$ cat src/hdl/mvc_ram.sv
`default_nettype none
module mvc_ram #(
  parameter int WIDTH = 8,
  parameter int DEPTH = 256
) (
  input  wire logic                     clk,
  input  wire logic                     we,
  input  wire logic [$clog2(DEPTH)-1:0] waddr,
  input  wire logic [WIDTH-1:0]         wdata,
  input  wire logic                     re,
  input  wire logic [$clog2(DEPTH)-1:0] raddr,
  output logic      [WIDTH-1:0]         rdata
);

  logic [WIDTH-1:0] mem [DEPTH];

  // Single write port, registered read port that holds while not enabled.
  always_ff @(posedge clk) begin
    if (we) begin
      mem[waddr] <= wdata;
    end
    if (re) begin
      rdata <= mem[raddr];
    end
  end

endmodule
`default_nettype wire

$ cat config.mk
export PLATFORM = sky130hd
export DESIGN_NAME = mvc_ram
export DESIGN_NICKNAME = d
export VERILOG_FILES = /design/src/hdl/mvc_ram.sv
export SDC_FILE = /design/constraint.sdc
export NUM_CORES = 2
export LEC_CHECK = 0
export BUFFER_PORTS_ARGS = -buffer_cell sky130_fd_sc_hd__buf_2
export CAP_MARGIN = 20
export CORE_AREA = 5 5 329 492
export CTS_BUF_LIST = sky130_fd_sc_hd__clkbuf_4
export DETAILED_ROUTE_END_ITERATION = 10
export DIE_AREA = 0 0 334 497
export MAX_ROUTING_LAYER = met4
export PLACE_DENSITY = 0.73
export SYNTH_ARGS = -nofsm -noshare
export SYNTH_HDL_FRONTEND = slang
export SYNTH_SLANG_ARGS = --single-unit
export TNS_END_PERCENT = 50
$ cat constraint.sdc
create_clock -name clk -period 7.5 [get_ports clk]
set_clock_uncertainty 0.05 [all_clocks]
set_input_delay 1.5 -clock clk [delete_from_list [all_inputs] [get_ports clk]]
set_output_delay 1.5 -clock clk [all_outputs]
set_load 0.05 [all_outputs]
==> flow_summary.rst <==
.. list-table::
   :header-rows: 1

   * - Metric
     - Value
   * - Result of the run
     - complete, no violations
   * - First-pass detailed-route iteration total
     - 6
   * - Post-CTS setup buffer count
     - 0
   * - Number of core rows
     - 178
   * - Critical path data required time
     - 8.50 ns
   * - Iteration-0 DRC Markers
     - 4939
   * - Arrival time reported for the critical path endpoint
     - 5.01 ns
   * - Total placed cells including tap cells
     - 5685
   * - Input/output buffers
     - 34
   * - Number of different library cells in the post-synthesis netlist
     - 54
   * - Power per cell area
     - 251.4 nW/um^2
   * - Placeable core area
     - 156800 sq um
   * - Number of flops mapped to enable cells by yosys
     - 2056
   * - Largest area contributor in the netlist
     - sky130_fd_sc_hd__edfxtp_1
   * - Async set or reset register ratio after synthesis
     - 0%
   * - Post-layout power
     - 21.95 mW
   * - Setup repair after global routing missed its margin
     - false
   * - Count of final max-slew check failures
     - 0
   * - Relative slew margins
     - 17.45%
   * - Root Driver
     - sky130_fd_sc_hd__clkbuf_4
   * - Number of global-route vias before repair
     - 42060
   * - Routability congestion estimate from global placement
     - 0.8826
   * - Switching share of power
     - 22.40%
   * - Maximum vdd ir drop
     - 172.5 uV
   * - Routed WL per cell
     - 30.05 um
   * - Netlist Area Pre-Place
     - 79640 sq um
   * - Synthesized netlist cell count
     - 3733
   * - Synthesis-to-layout area growth
     - 9.634%
   * - Crit path launch type
     - primary input
   * - Post-synthesis area per instance
     - 21.33 sq um
   * - Share of total power in sequential cells
     - 57.8%
   * - Register-to-Register Path Depth
     - 6
   * - DRT antenna net count
     - 0
   * - Post-placement setup slack
     - 2.167 ns
   * - Top-count cell post-synth
     - sky130_fd_sc_hd__edfxtp_1
   * - Slew @ Worst Pin
     - 1.227 ns
   * - Proportion of synthesized chip area in sequential cells
     - 77.53%
   * - Internal power
     - 17.03 mW
   * - Total number of clock tree sinks
     - 2056
   * - Die outline area
     - 166000 sq um
   * - Final Cycle Share
     - 53.51%
   * - Synth warn
     - 0
   * - Comb pwr share
     - 5.1%
   * - Layout Nets
     - 4094
   * - Type of the tightest min-delay check
     - in2reg
   * - Reported max-cap violation count
     - 0
   * - CTS tree
     - yes
   * - Setup slack of the critical path after layout
     - 3.487 ns
   * - Floorplan die height
     - 497 um
   * - Switching power total
     - 4.917 mW
   * - Number of ports placed on the die boundary
     - 35
   * - Share of the synthesized area in the top cell type
     - 77.53%
   * - Achievable Freq
     - 249.2 MHz
   * - Largest net degree at the start of global routing
     - 217
   * - H-tree depth
     - 5
   * - Effective utilization at floorplan
     - 50.79%
   * - Gr ovfl total
     - 0
   * - Hold Buf Count CTS
     - 0
   * - Worst hold path stage count
     - 1
   * - Most common flop cell mapped by yosys
     - sky130_fd_sc_hd__edfxtp_1
   * - Critical Path, Cell by Cell
     - buf_8 -> buf_12 -> mux4_2 -> a22o_1 -> a221oi_1 -> o32ai_1 -> nor3_1 -> nor4_1
   * - Global-route wire length before repair
     - 283700 um
   * - Number of cells upsized or downsized after cts
     - 0
   * - Stage delay of the slowest cell on the critical path
     - 0.80 ns
   * - Final Cell Area
     - 87310 sq um
   * - Minimum period implied by the final worst setup slack
     - 4.013 ns
   * - Residual DRC
     - 0
   * - Portion of total power attributed to the clock network
     - 37.1%
   * - Horiz. Die Dim
     - 334 um
   * - Classification of the worst setup path
     - in2reg
   * - DP HPWL
     - 118200 um
   * - Number of nets in the synthesized netlist
     - 3760
   * - Total clock buffers created by CTS
     - 450
   * - Most instantiated cells after synthesis
     - sky130_fd_sc_hd__edfxtp_1, sky130_fd_sc_hd__mux4_2, sky130_fd_sc_hd__nor2_1
   * - Accumulated negative setup slack
     - 0 ns
   * - Leakage power of the design
     - 27.10 nW
   * - Capturing element type of the critical path
     - register
   * - Worst-path clk slew
     - 0.08 ns
   * - Number of register bits inferred by synthesis
     - 2056
   * - Vias/cell
     - 6.238
   * - Global router's overall resource usage
     - 24.08%
   * - Setup-violating endpoint count in the final report
     - 0
   * - Slowest-stage cell, CP
     - sky130_fd_sc_hd__nor3_1
   * - Total placed instance area
     - 81870 sq um
   * - Layout cells sized above 1
     - 28.50%
   * - Post-route non-filler standard cell count
     - 6467
   * - Clock insertion delay at the later pin of the skew report
     - 1.40 ns
   * - Number of hold-slack violations in the final timing report
     - 0
   * - Number of antenna violations at the first check in global routing
     - 19
   * - Largest fanout on the critical path
     - 61
   * - Maximum clock insertion buffer count
     - 4
   * - Leading cell types by total area after synthesis
     - sky130_fd_sc_hd__edfxtp_1, sky130_fd_sc_hd__mux4_2, sky130_fd_sc_hd__mux2i_1
   * - Final wirelength
     - 194300 um
   * - Via count
     - 40340
==> power by group through the flow <==
stage | combinational, mW | sequential (mW) | clock, mW
2_1_floorplan | 0.615 | 12.9 | 0
3_3_place_gp | 1.09 | 12.9 | 0
3_5_place_dp | 1.12 | 12.9 | 0
4_1_cts | 1.12 | 12.7 | 8.29
5_1_grt | 1.17 | 12.7 | 8.92
6_report | 1.12 | 12.7 | 8.15
==> cell type report <==
| class | count | area, sq um |
|---|---|---|
| clock buffer | 609 | 4572 |
| multi-input combinational | 1442 | 16500 |
| fill | 11560 | 69480 |
| clock inverter | 151 | 813.3 |
| antenna | 22 | 55.05 |
| timing repair buffer | 115 | 1028 |
| inverter | 2 | 7.507 |
| sequential | 2056 | 61740 |
| tap | 2070 | 2590 |
==> kinds of logic after synthesis <==
logic type | synth area share, %
flops | 77.53
mux | 14.60
simple gates | 2.625
compound gates | 3.416
buf+inv | 1.829
==> metal layers <==
| metal | share of wire (%) | global-route usage, % |
|---|---|---|
| met4 | 5.3 | 11.49 |
| met3 | 9.4 | 5.335 |
| met5 | 0 | - |
| met2 | 51 | 39.34 |
| met1 | 34 | 28.74 |
==> path summary, 6_finish.rpt <==
| kind | start | endpoint | slack [ns] |
|---|---|---|---|
| hold / removal | re | rdata[2]$_DFFE_PP_ | 0.47 |
| setup / recovery | raddr[0] | rdata[5]$_DFFE_PP_ | 3.49 |
| setup reg to reg | mem[211][5]$_DFFE_PP_ | rdata[5]$_DFFE_PP_ | 4.42 |
| hold reg to reg | mem[54][0]$_DFFE_PP_ | rdata[0]$_DFFE_PP_ | 1.01 |
==> sequential cells by signal, indices dropped and copies added (netlist names) <==
name	cells
rdata	8
mem	2048
==> placed cells by master, fill, tap and decap left out, types with 3 or more instances in the layout <==
cell type                    count
sky130_fd_sc_hd__o211ai_1       10
sky130_fd_sc_hd__diode_2        22
sky130_fd_sc_hd__a22o_1          8
sky130_fd_sc_hd__nand2_1        33
sky130_fd_sc_hd__a22oi_1       133
sky130_fd_sc_hd__nor2b_4         3
sky130_fd_sc_hd__mux4_2        454
sky130_fd_sc_hd__nor3_1         22
sky130_fd_sc_hd__a21oi_1        96
sky130_fd_sc_hd__a211oi_1       16
sky130_fd_sc_hd__nor4_2          5
sky130_fd_sc_hd__buf_12         13
sky130_fd_sc_hd__o221ai_1       46
sky130_fd_sc_hd__clkinv_1      105
sky130_fd_sc_hd__o22a_1          5
sky130_fd_sc_hd__nor2_4          3
sky130_fd_sc_hd__edfxtp_1     2056
sky130_fd_sc_hd__or2_2           4
sky130_fd_sc_hd__buf_2          25
sky130_fd_sc_hd__mux2i_1       134
sky130_fd_sc_hd__nor4_1         22
sky130_fd_sc_hd__clkbuf_4      609
sky130_fd_sc_hd__nand3_1        33
sky130_fd_sc_hd__clkinvlp_4      4
sky130_fd_sc_hd__clkbuf_8        8
sky130_fd_sc_hd__o32ai_1         4
sky130_fd_sc_hd__nor2_1        279
sky130_fd_sc_hd__a221oi_1       13
sky130_fd_sc_hd__nor2b_1        28
sky130_fd_sc_hd__inv_2           4
sky130_fd_sc_hd__buf_4          67
sky130_fd_sc_hd__and2_1          6
sky130_fd_sc_hd__nand2b_1        8
sky130_fd_sc_hd__o21ai_0        10
sky130_fd_sc_hd__bufinv_16       7
sky130_fd_sc_hd__clkinv_2       30
sky130_fd_sc_hd__o22ai_1        28
sky130_fd_sc_hd__nand4_1        10
==> stage by stage <==
stage                     hold WS, ns  util, %
after global placement         0.9911    52.19
after detailed placement       0.9785    52.22
after floorplan                0.8142        -
final                          0.4750    55.68
after global routing           0.3682    55.68
after CTS                      0.3736    55.65
==> critical path, delay by kind of cell <==
family,cells,cell delay [ns]
and+or+nand+nor,2,0.93
muxes,1,0.59
AOI/OAI and AO/OA,3,0.89
buffers and inverters,2,0.96
Note: power is estimated with default switching activity, not from simulation.
